[config.mk]
export PLATFORM = sky130hd
export DESIGN_NAME = dma_ring_fill_level_tracker_flat
export DESIGN_NICKNAME = d
export VERILOG_FILES = /design/src/design/drflt_pkg.sv /design/src/design/drflt_if.sv /design/src/design/drflt_period_stage.sv /design/src/design/drflt_level_stage.sv /design/src/design/dma_ring_fill_level_tracker.sv /design/src/flat_wrapper.sv
export SDC_FILE = /design/constraint.sdc
export NUM_CORES = 2
export LEC_CHECK = 0
export BUFFER_PORTS_ARGS = -buffer_cell sky130_fd_sc_hd__buf_2
export CORE_AREA = 3 3 382 384
export CTS_BUF_LIST = sky130_fd_sc_hd__clkbuf_2
export CTS_CLUSTER_DIAMETER = 80
export DETAILED_ROUTE_END_ITERATION = 10
export DIE_AREA = 0 0 385 387
export HOLD_SLACK_MARGIN = 0.05
export SLEW_MARGIN = 20
export SYNTH_ARGS = -nofsm -noshare
export SYNTH_HDL_FRONTEND = slang
export SYNTH_SLANG_ARGS = --single-unit
[constraint.sdc]
create_clock -name clk -period 33.7 [get_ports clk]
set_input_delay 6.74 -clock clk [delete_from_list [all_inputs] [get_ports clk]]
set_output_delay 6.74 -clock clk [all_outputs]
set_load 0.1 [all_outputs]
[src/design/drflt_pkg.sv]
`timescale 1ns / 1ps

package drflt_pkg;

  // item kinds
  typedef enum logic [1:0] {
    KIND_UPDATE  = 2'd0,
    KIND_CONSUME = 2'd1,
    KIND_RESET   = 2'd2,
    KIND_CLEAR   = 2'd3
  } kind_t;

  // configuration register indexes
  localparam int CFG_INDEX_W = 1;
  localparam logic [CFG_INDEX_W-1:0] REG_BUFFER_BYTES = 1'b0;
  localparam logic [CFG_INDEX_W-1:0] REG_READY_LEVEL  = 1'b1;
  localparam int CFG_DATA_W = 32;

  // periods of headroom below the ring size before overrun
  localparam logic [1:0] OVERRUN_PERIODS = 2'd3;

  // one accepted input item
  typedef struct packed {
    kind_t       kind;
    logic [31:0] period_number;
    logic [31:0] period_bytes;
    logic [31:0] request_bytes;
  } in_item_t;

  // period accounting handed to the level stage
  typedef struct packed {
    kind_t       kind;
    logic [31:0] request_bytes;
    logic [63:0] added_bytes;   // period delta times period size
    logic        full_wrap;     // 2^32 periods of a nonzero size: level saturates
    logic [31:0] threshold;     // overrun threshold, modulo 2^32
  } period_item_t;

endpackage

[src/design/drflt_if.sv]
`timescale 1ns / 1ps

// input channel
interface drflt_in_if import drflt_pkg::*; ();
  logic        valid;
  logic        ready;
  kind_t       kind;
  logic [31:0] period_number;
  logic [31:0] period_bytes;
  logic [31:0] request_bytes;

  modport source (output valid, output kind, output period_number, output period_bytes,
                  output request_bytes, input ready);
  modport sink   (input valid, input kind, input period_number, input period_bytes,
                  input request_bytes, output ready);
endinterface

// result channel
interface drflt_out_if;
  logic        valid;
  logic        ready;
  logic [31:0] level_bytes;
  logic [31:0] granted_bytes;
  logic        refused;
  logic        data_ready;
  logic        overrun;

  modport source (output valid, output level_bytes, output granted_bytes, output refused,
                  output data_ready, output overrun, input ready);
  modport sink   (input valid, input level_bytes, input granted_bytes, input refused,
                  input data_ready, input overrun, output ready);
endinterface

[src/design/drflt_period_stage.sv]
`timescale 1ns / 1ps

module drflt_period_stage import drflt_pkg::*; (
  input  logic          clk,
  input  logic          rst,
  drflt_in_if.sink      in_ch,
  input  logic [31:0]   buffer_bytes,
  output logic          p_valid,
  output period_item_t  p_item,
  input  logic          p_ready
);

  logic         s1_valid;
  in_item_t     s1_item;
  logic         s2_valid;
  period_item_t s2_item;
  logic [31:0]  latched_period;
  logic [31:0]  last_period_number;

  logic         s2_load;
  logic [31:0]  period_eff;
  logic [31:0]  delta;
  logic [33:0]  period_x3;
  period_item_t s2_next;

  // handshake through the two registers
  assign s2_load      = s1_valid && (!s2_valid || p_ready);
  assign in_ch.ready  = !s1_valid || s2_load;
  assign p_valid      = s2_valid;
  assign p_item       = s2_item;

  // period size in force for this item, delta modulo 2^32, product and threshold
  always_comb begin
    period_eff = (latched_period == '0) ? s1_item.period_bytes : latched_period;
    delta      = s1_item.period_number - last_period_number;
    period_x3  = 34'(period_eff) * 34'(OVERRUN_PERIODS);
    s2_next.kind          = s1_item.kind;
    s2_next.request_bytes = s1_item.request_bytes;
    s2_next.added_bytes   = 64'(delta) * 64'(period_eff);
    s2_next.full_wrap     = (s1_item.period_number == last_period_number) &&
                            (period_eff != '0);
    s2_next.threshold     = buffer_bytes - period_x3[31:0];
  end

  // input register
  always_ff @(posedge clk) begin
    if (rst) begin
      s1_valid <= 1'b0;
    end else if (in_ch.ready) begin
      s1_valid <= in_ch.valid;
    end
  end

  always_ff @(posedge clk) begin
    if (in_ch.valid && in_ch.ready) begin
      s1_item.kind          <= in_ch.kind;
      s1_item.period_number <= in_ch.period_number;
      s1_item.period_bytes  <= in_ch.period_bytes;
      s1_item.request_bytes <= in_ch.request_bytes;
    end
  end

  // product register
  always_ff @(posedge clk) begin
    if (rst) begin
      s2_valid <= 1'b0;
    end else if (!s2_valid || p_ready) begin
      s2_valid <= s1_valid;
    end
  end

  always_ff @(posedge clk) begin
    if (s2_load) begin
      s2_item <= s2_next;
    end
  end

  // updates advance the period number and latch the size; resets zero the number
  always_ff @(posedge clk) begin
    if (rst) begin
      latched_period     <= '0;
      last_period_number <= '0;
    end else if (s2_load) begin
      case (s1_item.kind)
        KIND_UPDATE: begin
          latched_period     <= period_eff;
          last_period_number <= s1_item.period_number;
        end
        KIND_RESET: begin
          last_period_number <= '0;
        end
        default: begin
        end
      endcase
    end
  end

  // once latched, the period size never changes
  assert property (@(posedge clk) disable iff (rst)
    latched_period != '0 |=> latched_period == $past(latched_period))
    else $error("latched period size changed");

  // a stalled product holds
  assert property (@(posedge clk) disable iff (rst)
    s2_valid && !p_ready |=> s2_valid && $stable(s2_item))
    else $error("product register lost its item under stall");

  // a reset item restarts the period count
  assert property (@(posedge clk) disable iff (rst)
    s2_load && s1_item.kind == KIND_RESET |=> last_period_number == '0)
    else $error("period number not cleared by reset item");

endmodule

[src/design/drflt_level_stage.sv]
`timescale 1ns / 1ps

module drflt_level_stage import drflt_pkg::*; (
  input  logic          clk,
  input  logic          rst,
  input  logic          p_valid,
  input  period_item_t  p_item,
  output logic          p_ready,
  input  logic [31:0]   ready_level,
  drflt_out_if.source   out_ch
);

  logic        out_valid;
  logic [31:0] fill_level;
  logic        overrun_flag;

  logic        load;
  logic [32:0] sum;
  logic        saturate;
  logic [31:0] update_level;
  logic [31:0] level_next;
  logic        overrun_next;
  logic [31:0] granted_next;
  logic        refused_next;

  assign p_ready       = !out_valid || out_ch.ready;
  assign load          = p_valid && p_ready;
  assign out_ch.valid  = out_valid;
  assign out_ch.level_bytes = fill_level;
  assign out_ch.overrun     = overrun_flag;

  // saturating add of the produced bytes
  always_comb begin
    sum          = {1'b0, fill_level} + {1'b0, p_item.added_bytes[31:0]};
    saturate     = p_item.full_wrap || (p_item.added_bytes[63:32] != '0) || sum[32];
    update_level = saturate ? '1 : sum[31:0];
  end

  // next level, flag and grant for each kind
  always_comb begin
    level_next   = fill_level;
    overrun_next = overrun_flag;
    granted_next = '0;
    refused_next = 1'b0;
    case (p_item.kind)
      KIND_UPDATE: begin
        level_next   = update_level;
        overrun_next = overrun_flag || (update_level > p_item.threshold);
      end
      KIND_CONSUME: begin
        if (p_item.request_bytes <= fill_level) begin
          level_next   = fill_level - p_item.request_bytes;
          granted_next = p_item.request_bytes;
        end else begin
          refused_next = 1'b1;
        end
      end
      KIND_RESET: begin
        level_next   = '0;
        overrun_next = 1'b0;
      end
      default: begin
        overrun_next = 1'b0;
      end
    endcase
  end

  // level state doubles as the result register
  always_ff @(posedge clk) begin
    if (rst) begin
      out_valid    <= 1'b0;
      fill_level   <= '0;
      overrun_flag <= 1'b0;
    end else begin
      if (p_ready) begin
        out_valid <= p_valid;
      end
      if (load) begin
        fill_level   <= level_next;
        overrun_flag <= overrun_next;
      end
    end
  end

  always_ff @(posedge clk) begin
    if (load) begin
      out_ch.granted_bytes <= granted_next;
      out_ch.refused       <= refused_next;
      out_ch.data_ready    <= (level_next >= ready_level);
    end
  end

  // a consume never raises the level
  assert property (@(posedge clk) disable iff (rst)
    load && p_item.kind == KIND_CONSUME |=> fill_level <= $past(fill_level))
    else $error("consume raised the fill level");

  // overrun only clears through a reset or clear item
  assert property (@(posedge clk) disable iff (rst)
    overrun_flag && !(load && (p_item.kind == KIND_RESET || p_item.kind == KIND_CLEAR))
    |=> overrun_flag)
    else $error("overrun flag dropped without a clearing item");

  // a refused request takes nothing
  assert property (@(posedge clk) disable iff (rst)
    out_valid && out_ch.refused |-> out_ch.granted_bytes == '0)
    else $error("refused transfer reports granted bytes");

endmodule

[src/design/dma_ring_fill_level_tracker.sv]
`timescale 1ns / 1ps
// path: a result is registered in the input register, the product register and the
//   level/result register in turn
// throughput: one item per cycle unless the output stalls; the fill level is updated
//   by one 32-bit add and compare; the 32x32 period product comes a stage earlier
// reset: synchronous rst clears level, period state, overrun flag, config and valid bits

module dma_ring_fill_level_tracker import drflt_pkg::*; (
  input  logic                   clk,
  input  logic                   rst,
  drflt_in_if.sink               in_ch,
  drflt_out_if.source            out_ch,
  input  logic                   cfg_wr_en,
  input  logic [CFG_INDEX_W-1:0] cfg_index,
  input  logic [CFG_DATA_W-1:0]  cfg_data
);

  logic [31:0]  buffer_bytes;
  logic [31:0]  ready_level;
  logic         p_valid;
  logic         p_ready;
  period_item_t p_item;

  // configuration registers
  always_ff @(posedge clk) begin
    if (rst) begin
      buffer_bytes <= '0;
      ready_level  <= '0;
    end else if (cfg_wr_en) begin
      unique case (cfg_index)
        REG_BUFFER_BYTES: buffer_bytes <= cfg_data;
        REG_READY_LEVEL:  ready_level  <= cfg_data;
      endcase
    end
  end

  drflt_period_stage u_period (
    .clk          (clk),
    .rst          (rst),
    .in_ch        (in_ch),
    .buffer_bytes (buffer_bytes),
    .p_valid      (p_valid),
    .p_item       (p_item),
    .p_ready      (p_ready)
  );

  drflt_level_stage u_level (
    .clk         (clk),
    .rst         (rst),
    .p_valid     (p_valid),
    .p_item      (p_item),
    .p_ready     (p_ready),
    .ready_level (ready_level),
    .out_ch      (out_ch)
  );

endmodule
[src/flat_wrapper.sv]
// flat-port wrapper written by rule: the top's interface ports become plain ports
module dma_ring_fill_level_tracker_flat import drflt_pkg::*;
  (clk, rst, cfg_wr_en, cfg_index, cfg_data, in_ch_valid, in_ch_kind, in_ch_period_number, in_ch_period_bytes, in_ch_request_bytes, in_ch_ready, out_ch_valid, out_ch_level_bytes, out_ch_granted_bytes, out_ch_refused, out_ch_data_ready, out_ch_overrun, out_ch_ready);
  drflt_in_if in_ch_i ();
  drflt_out_if out_ch_i ();
  input  logic clk;
  input  logic rst;
  input  logic cfg_wr_en;
  input  logic [CFG_INDEX_W-1:0] cfg_index;
  input  logic [CFG_DATA_W-1:0] cfg_data;
  input wire logic [$bits(in_ch_i.valid)-1:0] in_ch_valid;
  input wire logic [$bits(in_ch_i.kind)-1:0] in_ch_kind;
  input wire logic [$bits(in_ch_i.period_number)-1:0] in_ch_period_number;
  input wire logic [$bits(in_ch_i.period_bytes)-1:0] in_ch_period_bytes;
  input wire logic [$bits(in_ch_i.request_bytes)-1:0] in_ch_request_bytes;
  output wire logic [$bits(in_ch_i.ready)-1:0] in_ch_ready;
  output wire logic [$bits(out_ch_i.valid)-1:0] out_ch_valid;
  output wire logic [$bits(out_ch_i.level_bytes)-1:0] out_ch_level_bytes;
  output wire logic [$bits(out_ch_i.granted_bytes)-1:0] out_ch_granted_bytes;
  output wire logic [$bits(out_ch_i.refused)-1:0] out_ch_refused;
  output wire logic [$bits(out_ch_i.data_ready)-1:0] out_ch_data_ready;
  output wire logic [$bits(out_ch_i.overrun)-1:0] out_ch_overrun;
  input wire logic [$bits(out_ch_i.ready)-1:0] out_ch_ready;
  assign in_ch_i.valid = in_ch_valid;
  assign in_ch_i.kind = in_ch_kind;
  assign in_ch_i.period_number = in_ch_period_number;
  assign in_ch_i.period_bytes = in_ch_period_bytes;
  assign in_ch_i.request_bytes = in_ch_request_bytes;
  assign in_ch_ready = in_ch_i.ready;
  assign out_ch_valid = out_ch_i.valid;
  assign out_ch_level_bytes = out_ch_i.level_bytes;
  assign out_ch_granted_bytes = out_ch_i.granted_bytes;
  assign out_ch_refused = out_ch_i.refused;
  assign out_ch_data_ready = out_ch_i.data_ready;
  assign out_ch_overrun = out_ch_i.overrun;
  assign out_ch_i.ready = out_ch_ready;
  dma_ring_fill_level_tracker u_core (.clk(clk), .rst(rst), .in_ch(in_ch_i), .out_ch(out_ch_i), .cfg_wr_en(cfg_wr_en), .cfg_index(cfg_index), .cfg_data(cfg_data));
endmodule
* Yosys cells after proc, flatten, opt, wreduce, memory -nomap -nowiden
Cells that the tools add are included.
** Word-level totals
- Register bits after elaboration :: 427
- Input bits :: 136
** Cells by class
- $add $sub $neg :: 4
- Multiply operators :: 2
- Magnitude comparators :: 3
- Eq/ne operators :: 4
- Multiplexer cells :: 7
- Bitwise gates (word level) :: 2
- Reductions and logical operators :: 25
** Operators with widths (count)
- 32-bit two-way mux :: 3
- 32-bit case mux with 3 select lines :: 1
- 32-bit subtractor :: 3
- 32-bit by 32-bit multiplier with 64-bit output :: 1
- 32-bit case mux with 2 select lines :: 1
- 32-bit nonzero test :: 2
- 32-bit by 32-bit adder with 33-bit output :: 1
- 32-bit equality test :: 1
- 32-bit greater-or-equal comparator :: 1
- 32-bit > comparator :: 1
- 32-bit <= comparator :: 1
- 32-bit logical NOT :: 1
- 32-bit by 2-bit multiplier with 32-bit output, second input constant :: 1
- 2-bit AND reduction :: 6
- 1-bit logical OR :: 6
- 2-bit equality test, second input constant :: 2
- 1-bit logical AND :: 4
- 2-bit logical NOT :: 2
- 1-bit logical NOT :: 3
- 2-bit by 1-bit equality test with 1-bit output, second input constant :: 1
- 1-bit inverter :: 2
- 1-bit case mux with 2 select lines :: 1
- 2-bit nonzero test :: 1
- 1-bit two-way mux :: 1

* Depth between registers and ports, before layout
- Depth in word-level cells :: 7
- Gate-level depth with buffers :: 40

* By module
From an unflattened synthesis, not the netlist that was laid out.
** Second synthesis, totals
- Cell total of the unflattened synthesis :: 6606
- Area total of the unflattened synthesis :: 59868.7 um2
** Modules (own cells, without submodules)
- drflt_period_stage :: times used 1, cells an instance 5229, area each 48554.1 um2
- drflt_level_stage :: times used 1, cells an instance 1132, area each 8658.3 um2
- dma_ring_fill_level_tracker :: times used 1, cells an instance 245, area each 2656.3 um2

* Least setup slack after synthesis
Ideal clock, no wire load.
- Path kind :: input to register
- Start :: input port out_ch_ready
- End :: register u_core.u_period.latched_period[22]
- Data arrival time :: 17749 ps
- Required time :: 33635 ps
- Path slack :: 15886 ps
- Stages on the path :: 7
- Path buffers :: 1
- Cell sequence :: nor2b_1 a21boi_0 nand2b_1 nor2_1 clkbuf_1 a31oi_1 nor2_1
** Between the ends
- Cells in the longest elaborated chain, start to end :: 4
** RTL lines
- start, declared :: line flat_wrapper.sv:23 : input wire logic [$bits(out_ch_i.ready)-1:0] out_ch_ready;
- 1-bit logical OR :: line drflt_level_stage.sv:26 : assign p_ready = !out_valid || out_ch.ready;
- 1-bit logical OR :: line drflt_period_stage.sv:27 : assign s2_load = s1_valid && (!s2_valid || p_ready);
- 1-bit logical AND :: line drflt_period_stage.sv:27
- net u_core.u_period.s2_load :: line drflt_period_stage.sv:20 : logic s2_load;
- 2-bit AND reduction (no line)
- end signal, assigned :: line drflt_period_stage.sv:86 : latched_period <= period_eff;
- end, declared :: line drflt_period_stage.sv:17 : logic [31:0] latched_period;
The timed path passes the listed nets, and every way through them passes these cells.
A chain may end at the register's enable or synchronous reset.

* Worst setup path in the final report
- Start :: input port out_ch_ready
- End :: output port in_ch_ready
** Between the ends
- Cells in the longest elaborated chain, start to end :: 4
** RTL lines
- 1-bit logical OR :: line drflt_level_stage.sv:26
- 1-bit logical OR :: line drflt_period_stage.sv:27
- 1-bit logical AND :: line drflt_period_stage.sv:27
- 1-bit logical OR :: line drflt_period_stage.sv:28 : assign in_ch.ready = !s1_valid || s2_load;
- end, declared :: line flat_wrapper.sv:16 : output wire logic [$bits(in_ch_i.ready)-1:0] in_ch_ready;
No other way between the ends.

==> results.cfg <==
[status]
run_status = finished, final reports clean

[setup_path]
path_common_cell = buf_2
r2r_end = u_core.u_period.p_item[91]
path_cells = buf_2 > nor2b_1 > nand3_1 > buf_2
worstPathRequired_ns = 26.96
cp-end-kind = output port
worstRegToRegCells = 31
crit-reg2reg-launch = u_core.u_period.latched_period[0]
critPathSlowestCell = nor2b_1
cp_slowest_stage_delay_ns = 0.49
cp_num_buf_inv = 2
cp_top_family = simple AND/OR/NAND/NOR gates
criticalPathCategory = in2out
crit_path_start = out_ch_ready
path_max_fanout = 6
critPathLaunchType = input port
worst-path-stages = 4
crit_end = in_ch_ready
cp.arrival_ns = 7.82
r2r_setup_slack_ns = 21.41

[placed_design]
portBuffers = 204
place_congestion = 0.956
dp_hpwl_mm = 147

[clocking]
cts_inserted_buffers = 112
max-clock-path-buffers = 3
root_buffer = clkbuf_2
htreeDepth = 3
cts_sinks = 427
cts_setup_buffers = 0
cts_tree = yes
clock_latency_ns = 1.49
ctsResizeCount = 0
cts_hold_buffers = 0
cts.clk_slew.worst_paths_ns = 0.12

[synthesis]
ys_seq_elements = 427
synth-edff-count = 263
synth.distinct_cells = 100
syn_nets = 7819
synth_flop_cell = edfxtp_1
yosysWarnings = 0
postSynthCellCount = 6282
async_flop_share = 0
avgSynthCellArea_um2 = 9.10
syn-cell-area_um2 = 57100
yosysSeqAreaShare = 0.196

[routing]
drtIter0Drc = 3658
ant_nets = 0
routed_via_density = 5.47
drt_first_pass_iters = 5
wl_mm = 192
drcViolationCount = 0
vias = 46100
post_drt_wl_per_cell_um = 22.8

[sta]
slew_headroom = 0.161
fin_crit_ns = 14.56
slew_viol_final = 0
fin_crit_sh = 0.432
worst_pin_slew_ns = 1.25
setup_viol = 0
fin_skew_ns = 0.132
rsz0062_at_grt = false
fin_hold_ws_ns = 0.345
clock.fmax_ghz = 0.0687
hold_viol = 0
timing.setup.tns_ns = 0

[worst_hold_path]
holdPathStages = 0
hold_class = reg2reg
worstHoldStart = u_core.u_period.s1_item[19]

[floorplanning]
die_x_um = 385
die_h_um = 387
io_pins = 205
die_area_um2 = 149000
core_um2 = 143000
start_util = 0.399
rows = 139

[finish]
nFillCells = 14100
syn2layout_area_growth_pct = 8.37
final_nets = 7964
drive_above_1_share = 0.0949
regArea_um2 = 11200
multi_input_area_um2 = 40900

[global_routing]
globalRouteOverflowTotal = 0
grt_pass1_wl_mm = 292
grt_max_degree = 94
track_usage = 0.260
grt_pass1_vias = 47900
grt_antenna_before_repair = 14

[job]
max_cap_violations = 0
per-stage QoR:
step | setup WS, ns | util | cells | cell area (um^2)
6_report | 19.14 | 0.433 | 8433 | 61900
4_1_cts | 19.15 | 0.433 | 8426 | 61900
3_3_place_gp | 19.14 | 0.424 | 8216 | 60700
2_1_floorplan | 15.89 | - | 6282 | 57100
5_1_grt | 19.06 | 0.433 | 8433 | 61900
3_5_place_dp | 19.15 | 0.424 | 8216 | 60700
layer usage:
| layer | share of wire | GRT usage |
|---|---|---|
| met5 | 0.00049 | 0 |
| met3 | 0.096 | 0.0690 |
| met1 | 0.39 | 0.323 |
| met4 | 0.060 | 0.129 |
| met2 | 0.45 | 0.418 |
worst min-delay path by stage:
stage | slack (ns) | end
after CTS | 0.33 | u_core.u_period.p_item[116]
after floorplan | 0.40 | u_core.u_period.p_item[100]
after detailed placement | 0.41 | u_core.u_period.p_item[106]
final | 0.34 | u_core.u_period.p_item[116]
after global routing | 0.31 | u_core.u_period.p_item[116]
after global placement | 0.40 | u_core.u_period.p_item[125]
cell usage in the layout (no fill, tap or decap), drive strengths merged, types with 11 or more instances in the layout:
cell	Yosys	routed
o211ai	18	18
a311oi	23	23
nor2b	37	37
and3	25	25
nand2b	64	64
inv	1123	1126
nor3b	34	34
a31oi	88	88
nor4	19	19
fa	929	929
buf	52	327
a21boi	11	11
and2	16	16
o21bai	29	29
nand4	45	45
xor2	70	70
a211oi	30	30
ha	472	472
nor3	83	83
nor2	769	769
clkinv	11	60
dfxtp	164	164
a21o	113	113
a21oi	306	306
nand2	714	714
edfxtp	263	263
xnor2	122	122
or3	28	28
a311o	19	19
clkbuf	244	150
o21a	45	45
o21ai	141	141
nand3	42	42
o22ai	11	11
state kept, by name, summed over array words and instances (netlist names):
register                             count
u_core.u_period.latched_period          32
u_core.u_level.out_ch.granted_bytes     32
u_core.u_period.p_valid                  1
u_core.u_level.out_ch.overrun            1
u_core.u_level.out_ch.level_bytes       32
u_core.u_period.p_item                 131
u_core.u_level.out_ch.valid              1
u_core.u_period.last_period_number      32
u_core.u_level.out_ch.data_ready         1
u_core.u_level.out_ch.refused            1
u_core.buffer_bytes                     32
u_core.u_period.s1_valid                 1
u_core.u_period.s1_item                 98
u_core.ready_level                      32
area by class of cell:
type,instances,area share
inverter,1134,0.0687
antenna,7,0.000283
clock buffer,150,0.0121
sequential,427,0.181
tap,1903,0.0384
clock inverter,60,0.00751
multi-input combinational,4425,0.661
timing repair buffer,327,0.0315
logic make-up (layout without fill, tap and decap cells):
family / Yosys count / count (layout) / synth area share
AND/OR/NAND/NOR: 1905 / 1905 / 0.143
multiplexers: 6 / 6 / 0.00127
other: 0 / 7 / 0
adder cells (fa/ha/maj): 1401 / 1401 / 0.429
flip-flops: 427 / 427 / 0.196
buffers and inverters: 1430 / 1671 / 0.0951
AO/OA/AOI/OAI: 921 / 921 / 0.106
XOR/XNOR: 192 / 192 / 0.0303
Yosys cell counts, types with 20 or more instances:
master,n,share of area
xnor2_1,120,0.018
buf_1,26,0.0017
nor3_1,82,0.0072
o21ai_0,111,0.0097
clkbuf_1,244,0.016
o21ai_1,28,0.0025
nand3_1,40,0.0035
and3_1,25,0.0027
nor2_1,768,0.050
fa_1,929,0.33
nand2_1,713,0.047
dfxtp_1,164,0.057
a31oi_1,85,0.0093
a211oi_1,24,0.0032
inv_1,1117,0.073
a21o_1,113,0.015
edfxtp_1,263,0.14
a21oi_1,303,0.027
nor3b_1,33,0.0043
nor2b_1,37,0.0041
o21bai_1,29,0.0038
or3_1,27,0.0030
a311oi_1,20,0.0031
ha_1,472,0.10
o21a_1,45,0.0059
xor2_1,67,0.010
nand4_1,45,0.0049
nand2b_1,64,0.0070
Power is left out: the tool's default activity adds up to more than one toggle a clock period on the data nets, which glitch-free logic cannot reach.
